<file path="src/design/qed_pkg.sv">
// ----------------------------------------------------------------------------
// qed_pkg
// Shared types, codes and transition tables of the quadrature decoder.
// ----------------------------------------------------------------------------
package qed_pkg;

    localparam int POSITION_WIDTH_DEF = 16;
    localparam int POS_OUT_W          = 16;
    localparam int CFG_ADDR_W         = 3;
    localparam int CFG_DATA_W         = 32;

    typedef enum logic [1:0] {
        EV_CW    = 2'd0,
        EV_CCW   = 2'd1,
        EV_PRESS = 2'd2
    } event_kind_t;

    typedef enum logic {
        OP_ENCODER = 1'b0,
        OP_SWITCH  = 1'b1
    } op_t;

    // register index taken from paddr[2]
    typedef enum logic {
        REG_HALF_STEP_MODE = 1'b0,
        REG_UNUSED         = 1'b1
    } reg_index_t;

    typedef struct packed {
        event_kind_t          kind;
        logic [POS_OUT_W-1:0] position;
    } qed_result_t;

    // table entry: [2:0] next state, [5:4] direction mark
    typedef logic [5:0] qed_entry_t;

    localparam logic [1:0] MARK_NONE = 2'b00;
    localparam logic [1:0] MARK_CW   = 2'b01;
    localparam logic [1:0] MARK_CCW  = 2'b10;

    // rows past the table end repeat the start row
    localparam qed_entry_t FULL_TAB [0:7][0:3] = '{
        '{6'h00, 6'h02, 6'h04, 6'h00},
        '{6'h03, 6'h00, 6'h01, 6'h10},
        '{6'h03, 6'h02, 6'h00, 6'h00},
        '{6'h03, 6'h02, 6'h01, 6'h00},
        '{6'h06, 6'h00, 6'h04, 6'h00},
        '{6'h06, 6'h05, 6'h00, 6'h20},
        '{6'h06, 6'h05, 6'h04, 6'h00},
        '{6'h00, 6'h02, 6'h04, 6'h00}
    };

    localparam qed_entry_t HALF_TAB [0:7][0:3] = '{
        '{6'h03, 6'h02, 6'h01, 6'h00},
        '{6'h23, 6'h00, 6'h01, 6'h00},
        '{6'h13, 6'h02, 6'h00, 6'h00},
        '{6'h03, 6'h05, 6'h04, 6'h00},
        '{6'h03, 6'h03, 6'h04, 6'h10},
        '{6'h03, 6'h05, 6'h03, 6'h20},
        '{6'h03, 6'h02, 6'h01, 6'h00},
        '{6'h03, 6'h02, 6'h01, 6'h00}
    };

    function automatic qed_entry_t next_entry(input logic       half_sel,
                                              input logic [2:0] row,
                                              input logic [1:0] pins);
        qed_entry_t e;
        if (half_sel)
        begin
            e = HALF_TAB[row][pins];
        end
        else
        begin
            e = FULL_TAB[row][pins];
        end
        return e;
    endfunction

endpackage

</file>
<file path="src/design/quadrature_encoder_decoder_top.sv">
// ----------------------------------------------------------------------------
// quadrature_encoder_decoder_top
// Two-phase rotary encoder decoder with push switch press reporting.
//
//   channel   dir  fields
//   s_*       in   tuser: op; tdata: clk_level, dt_level, switch_level
//   m_*       out  tuser: event_kind; tdata: position
//   apb       in   reg 0 half_step_mode at byte address 0
//
// one request accepted every cycle while the result side is not stalled; result reaches m_* through
// the input register, the table step and the result register
// a request that yields no result never waits on m_tready
// reset clears mode, decoder state, counter and both valid flags
// a stalled result holds; the input side keeps one request in flight behind it
// ----------------------------------------------------------------------------
module quadrature_encoder_decoder_top #(
    parameter int POSITION_WIDTH = qed_pkg::POSITION_WIDTH_DEF
) (
    input  logic                           clk,
    input  logic                           rst_n,
    input  logic                           s_tvalid,
    output logic                           s_tready,
    input  logic [7:0]                     s_tdata,  // [0] clk_level [1] dt_level [2] switch_level
    input  logic                           s_tuser,  // [0] op
    output logic                           m_tvalid,
    input  logic                           m_tready,
    output logic [15:0]                    m_tdata,  // [15:0] position
    output logic [1:0]                     m_tuser,  // [1:0] event_kind
    input  logic                           psel,
    input  logic                           penable,
    input  logic                           pwrite,
    input  logic [qed_pkg::CFG_ADDR_W-1:0] paddr,
    input  logic [qed_pkg::CFG_DATA_W-1:0] pwdata,
    output logic [qed_pkg::CFG_DATA_W-1:0] prdata,
    output logic                           pready
);

    logic                 half_step_mode;
    logic                 res_valid;
    logic                 res_ready;
    qed_pkg::qed_result_t res;

    qed_cfg u_cfg (
        .clk            (clk),
        .rst_n          (rst_n),
        .psel           (psel),
        .penable        (penable),
        .pwrite         (pwrite),
        .paddr          (paddr),
        .pwdata         (pwdata),
        .prdata         (prdata),
        .pready         (pready),
        .half_step_mode (half_step_mode)
    );

    qed_step #(
        .POSITION_WIDTH (POSITION_WIDTH)
    ) u_step (
        .clk            (clk),
        .rst_n          (rst_n),
        .half_step_mode (half_step_mode),
        .s_tvalid       (s_tvalid),
        .s_tready       (s_tready),
        .s_tdata        (s_tdata),
        .s_tuser        (s_tuser),
        .res_valid      (res_valid),
        .res            (res),
        .res_ready      (res_ready)
    );

    qed_out u_out (
        .clk       (clk),
        .rst_n     (rst_n),
        .res_valid (res_valid),
        .res       (res),
        .res_ready (res_ready),
        .m_tvalid  (m_tvalid),
        .m_tready  (m_tready),
        .m_tdata   (m_tdata),
        .m_tuser   (m_tuser)
    );

endmodule

</file>
<file path="src/design/qed_cfg.sv">
// ----------------------------------------------------------------------------
// qed_cfg
// Configuration register bank behind a simple APB slave.
// ----------------------------------------------------------------------------
module qed_cfg (
    input  logic                              clk,
    input  logic                              rst_n,
    input  logic                              psel,
    input  logic                              penable,
    input  logic                              pwrite,
    input  logic [qed_pkg::CFG_ADDR_W-1:0]    paddr,
    input  logic [qed_pkg::CFG_DATA_W-1:0]    pwdata,
    output logic [qed_pkg::CFG_DATA_W-1:0]    prdata,
    output logic                              pready,
    output logic                              half_step_mode
);

    logic                half_step_mode_reg;
    qed_pkg::reg_index_t reg_sel;
    logic                wr_en;

    assign pready  = 1'b1;
    assign reg_sel = qed_pkg::reg_index_t'(paddr[2]);
    assign wr_en   = psel && penable && pwrite && pready;

    always_ff @(posedge clk or negedge rst_n)
    begin
        if (!rst_n)
        begin
            half_step_mode_reg <= 1'b0;
        end
        else if (wr_en && (reg_sel == qed_pkg::REG_HALF_STEP_MODE))
        begin
            half_step_mode_reg <= pwdata[0];
        end
    end

    always_comb
    begin
        unique case (reg_sel)
            qed_pkg::REG_HALF_STEP_MODE:
                prdata = {{(qed_pkg::CFG_DATA_W-1){1'b0}}, half_step_mode_reg};
            default:
                prdata = '0;
        endcase
    end

    assign half_step_mode = half_step_mode_reg;

endmodule

</file>
<file path="src/design/qed_step.sv">
// ----------------------------------------------------------------------------
// qed_step
// Input register, decoder state, position counter and the table step.
// ----------------------------------------------------------------------------
module qed_step #(
    parameter int POSITION_WIDTH = qed_pkg::POSITION_WIDTH_DEF
) (
    input  logic                 clk,
    input  logic                 rst_n,
    input  logic                 half_step_mode,
    input  logic                 s_tvalid,
    output logic                 s_tready,
    input  logic [7:0]           s_tdata,
    input  logic                 s_tuser,
    output logic                 res_valid,
    output qed_pkg::qed_result_t res,
    input  logic                 res_ready
);

    logic                      in_valid_reg;
    qed_pkg::op_t              op_reg;
    logic [1:0]                pins_reg;
    logic                      sw_reg;
    logic [2:0]                state_reg;
    logic [2:0]                state_next;
    logic [POSITION_WIDTH-1:0] count_reg;
    logic [POSITION_WIDTH-1:0] count_next;
    logic [POSITION_WIDTH-1:0] res_pos;
    qed_pkg::qed_entry_t       entry;
    logic [1:0]                mark;
    logic                      hit;
    logic                      advance;
    qed_pkg::event_kind_t      kind;

    assign entry = qed_pkg::next_entry(half_step_mode, state_reg, pins_reg);
    assign mark  = entry[5:4];

    always_comb
    begin
        state_next = state_reg;
        count_next = count_reg;
        hit        = 1'b0;
        kind       = qed_pkg::EV_PRESS;
        unique case (op_reg)
            qed_pkg::OP_ENCODER:
            begin
                state_next = entry[2:0];
                if (mark == qed_pkg::MARK_CW)
                begin
                    hit        = 1'b1;
                    kind       = qed_pkg::EV_CW;
                    count_next = count_reg + POSITION_WIDTH'(1);
                end
                else if (mark == qed_pkg::MARK_CCW)
                begin
                    hit        = 1'b1;
                    kind       = qed_pkg::EV_CCW;
                    count_next = count_reg - POSITION_WIDTH'(1);
                end
            end
            qed_pkg::OP_SWITCH:
            begin
                // press only: release gives nothing
                hit = !sw_reg;
            end
            default:
            begin
                hit = 1'b0;
            end
        endcase
    end

    // a request that yields nothing never waits for the output side
    assign advance   = in_valid_reg && (!hit || res_ready);
    assign s_tready  = !in_valid_reg || advance;
    assign res_valid = in_valid_reg && hit;
    assign res_pos   = count_next;

    generate
        if (POSITION_WIDTH >= qed_pkg::POS_OUT_W)
        begin : g_trunc
            assign res.position = res_pos[qed_pkg::POS_OUT_W-1:0];
        end
        else
        begin : g_zext
            assign res.position = {{(qed_pkg::POS_OUT_W-POSITION_WIDTH){1'b0}}, res_pos};
        end
    endgenerate

    assign res.kind = kind;

    always_ff @(posedge clk or negedge rst_n)
    begin
        if (!rst_n)
        begin
            in_valid_reg <= 1'b0;
            state_reg    <= 3'd0;
            count_reg    <= '0;
        end
        else
        begin
            if (advance)
            begin
                state_reg <= state_next;
                count_reg <= count_next;
            end
            if (s_tready)
            begin
                in_valid_reg <= s_tvalid;
            end
        end
    end

    always_ff @(posedge clk)
    begin
        if (s_tvalid && s_tready)
        begin
            op_reg   <= qed_pkg::op_t'(s_tuser);
            pins_reg <= {s_tdata[0], s_tdata[1]};
            sw_reg   <= s_tdata[2];
        end
    end

endmodule

</file>
<file path="src/design/qed_out.sv">
// ----------------------------------------------------------------------------
// qed_out
// Result register on the master-side stream.
// ----------------------------------------------------------------------------
module qed_out (
    input  logic                 clk,
    input  logic                 rst_n,
    input  logic                 res_valid,
    input  qed_pkg::qed_result_t res,
    output logic                 res_ready,
    output logic                 m_tvalid,
    input  logic                 m_tready,
    output logic [15:0]          m_tdata,
    output logic [1:0]           m_tuser
);

    logic                 out_valid_reg;
    qed_pkg::qed_result_t out_reg;

    assign res_ready = !out_valid_reg || m_tready;

    always_ff @(posedge clk or negedge rst_n)
    begin
        if (!rst_n)
        begin
            out_valid_reg <= 1'b0;
        end
        else if (res_ready)
        begin
            out_valid_reg <= res_valid;
        end
    end

    always_ff @(posedge clk)
    begin
        if (res_valid && res_ready)
        begin
            out_reg <= res;
        end
    end

    assign m_tvalid = out_valid_reg;
    assign m_tdata  = out_reg.position;
    assign m_tuser  = out_reg.kind;

endmodule

</file>
<file path="config.mk">
export PLATFORM = sky130hd
export DESIGN_NAME = quadrature_encoder_decoder_top
export DESIGN_NICKNAME = d
export VERILOG_FILES = /design/src/design/qed_pkg.sv /design/src/design/quadrature_encoder_decoder_top.sv /design/src/design/qed_cfg.sv /design/src/design/qed_step.sv /design/src/design/qed_out.sv
export SDC_FILE = /design/constraint.sdc
export NUM_CORES = 1
export LEC_CHECK = 0
export ABC_AREA = 1
export BUFFER_PORTS_ARGS = -buffer_cell sky130_fd_sc_hd__buf_2
export CORE_MARGIN = 3
export CORE_UTILIZATION = 40
export CTS_CLUSTER_SIZE = 12
export DETAILED_ROUTE_END_ITERATION = 10
export GPL_ROUTABILITY_DRIVEN = 0
export PLACE_DENSITY = 0.77
export SYNTH_ARGS = -nofsm -noshare
export SYNTH_HDL_FRONTEND = slang
export SYNTH_SLANG_ARGS = --single-unit
</file>
<file path="constraint.sdc">
create_clock -name clk -period 3.6 [get_ports clk]
set_clock_uncertainty 0.1 [all_clocks]
set_input_delay 0 -clock clk [delete_from_list [all_inputs] [get_ports clk]]
set_output_delay 0 -clock clk [all_outputs]
set_load 0.005 [all_outputs]
</file>
==> flow_summary.toml <==
[critical_path]
crit_arrival_ns = 2.96
crit_path_frequent_cell = "inv_1"
worstPathRequired_ns = 3.56
crit_chain = "inv_1, ha_1, inv_1, nor3_1, inv_1, o21a_1, inv_1, ha_1, buf_4, nor2_1, nor2_1, nand3_1, nor2_1, o21ai_0, or2_2, nand2_1, inv_1"
cp_top_family = "simple AND/OR/NAND/NOR gates"
worst_path_largest_cell_delay_ns = 0.43
startpoint_type = "flop"
critPathCaptureType = "flop"
critPathKind = "flop to flop"
path_buf_inv = 6
worst_path_max_delay_cell = "dfrtp_1"
path_max_fanout = 16

[clock_tree]
cts_tree = "done"
clk_pin_slew_ns = 0.08
ctsResizeCount = 0
cts-root-buf = "clkbuf_8"
cts_buffers = 5
cts.sinks = 44
h-tree-depth = 2
clk_latency_ns = 0.29
clock_path_buffers = 2

[cells_and_area]
layout_common_cells = "nand2_1 (89), inv_1 (38), nor2_1 (34)"
nNetsFinal = 470
layout-drive-gt1-share_pct = 15.85
antenna_cells = 0
final_common_cell = "nand2_1"
syn_to_final_growth_pct = 10.89

[pwr]
p_comb_share_pct = 39.0
swShare_pct = 41.28
pwr-share-clk_pct = 15.9
pwr-share-seq_pct = 45.2
power_switching_mw = 0.7468
irDropWorstVdd_v = 0.0002174
p_leak_nw = 1.551
total_power_mw = 1.809
internal_power_mw = 1.062
p_per_area_nw_per_um2 = 565.7

[yosys]
syn_area_sq_um = 2884
ys_types = 35
synthCells = 366
syn_area_per_cell_sq_um = 7.880
ys_seq_elements = 44
synth-warning-count = 0
yosysSeqAreaShare_pct = 42.00

[placed_design]
port_buffers = 33
dpl.hpwl_mm = 4.099
dp_slack_ns = 0.6606

[worst_hold_path]
hold_path.class = "primary input to asynchronous set/reset pin"

[drt]
antenna_left = 0
wl_mm = 5.561
drtIter0Drc = 172
vias_per_cell = 4.652
vias = 2354
drc = 0
dr.pass1.iters = 4
wl_per_cell_um = 10.99

[flow_run]
cap_violations = 0

[sta]
finalHoldViolations = 0
maxSlewViolCount = 0
fmax_mhz = 333.3
worstMarginPinSlew_ns = 0.5424
fin_setup_tns_ns = 0
fin_crit_sh_pct = 83.35
max_slew_margin_pct = 63.84
setup_viol = 0
rsz0062_at_grt = "no"
setup_ws_ns = 0.5994
period_needed_ns = 3.001

[die]
die_w_um = 90.91
placementRows = 30
start_util_pct = 41.76
core_area_sq_um = 6907
ioPinCount = 104
dieArea_sq_um = 8265
die_y_um = 90.91

[status]
status = "completed"

[grt]
grt_pass1_wl_mm = 9.604
grt_pass1_vias = 2158
grt-ovfl-total = 0
antenna_found_initial = 0
grt_start_max_net_pins = 23
grt_use_total_pct = 14.06
cells in the mapped netlist (all sizes together):
cell    instances  area [sq um]
nand4          12         75.07
nand2          92         357.8
o21bai          1         7.510
a21oi          10         53.80
conb            2         7.510
ha              9         112.6
and2            2         12.51
nor3            4         20.02
o21ai          25         140.1
dfrtp          22         550.5
edfxtp         22         660.6
o21a            1         7.510
inv            42         157.6
a22oi           1         7.510
nand3b          1         7.510
nand3          30         155.1
xor2            6         60.06
or2             5         31.28
buf            37         276.5
a31oi           1         6.260
nor2           38         157.7
clkbuf          1         3.750
o211ai          2         15.01
metrics by stage:
stage | area (sq um) | hold slack, ns | instances | utilization (%)
detailed placement | 3017 | -0.08419 | 489 | 43.68
floorplan | 2997 | -0.3956 | 396 | -
global route | 3198 | 0.1527 | 506 | 46.30
CTS | 3198 | 0.1351 | 506 | 46.30
finish | 3198 | 0.1276 | 506 | 46.30
global placement | 3017 | -0.08688 | 489 | 43.68
cell type report:
cell class                      instances  area, sq um
Multi-Input combinational cell        272         1348
Fill cell                             692         3709
Inverter                               42        157.7
Clock buffer                            5        68.82
Clock inverter                          2        12.51
Sequential cell                        44         1211
Tap cell                               96        120.1
Timing Repair Buffer                   45        280.3
path summary, 6_finish.rpt:
check	slack, ns	depth (start not counted)	startpoint	to
min	0.13	2	rst_n	u_step.state_reg[1]
min reg2reg	0.41	2	u_step.count_reg[15]	u_step.count_reg[15]
max	0.60	17	u_step.state_reg[1]	u_out.m_tdata[6]
max in group asynchronous	2.91	2	rst_n	u_step.count_reg[11]
min in group clk	0.13	3	paddr[2]	prdata[0]
max reg2reg	0.60	17	u_step.state_reg[1]	u_out.m_tdata[6]
timing repair:
| item | 4_1_cts | 5_1_grt |
|---|---|---|
| hold buffers | 10 | 0 |
| hold endpoints to repair | 33 | 0 |
| setup buffers | 0 | 0 |
logic make-up after synthesis:
group           Yosys count  share of synthesized area [%]
other cells               2                         0.2604
buf+inv                  80                          15.18
flops                    44                          42.00
simple gates            184                          28.33
fa+ha+maj                 9                          3.905
compound gates           41                          8.243
xor+xnor                  6                          2.083
per-layer routing:
layer,vias up,GRT usage [%],wire length (um)
met4,0,5.151,67
met1,1054,17.59,2472
li1,1210,-,-
met3,7,3.500,368
met5,-,0,0
met2,83,23.47,2653
power groups by stage:
stage	Sequential [mW]	Combinational, mW	Clock (mW)
after floorplan	0.787	0.577	0
after global routing	0.834	0.831	0.317
after global placement	0.817	0.669	0
final	0.817	0.705	0.288
after detailed placement	0.820	0.693	0
after CTS	0.813	0.703	0.301
(Power assumes the default switching activity.)
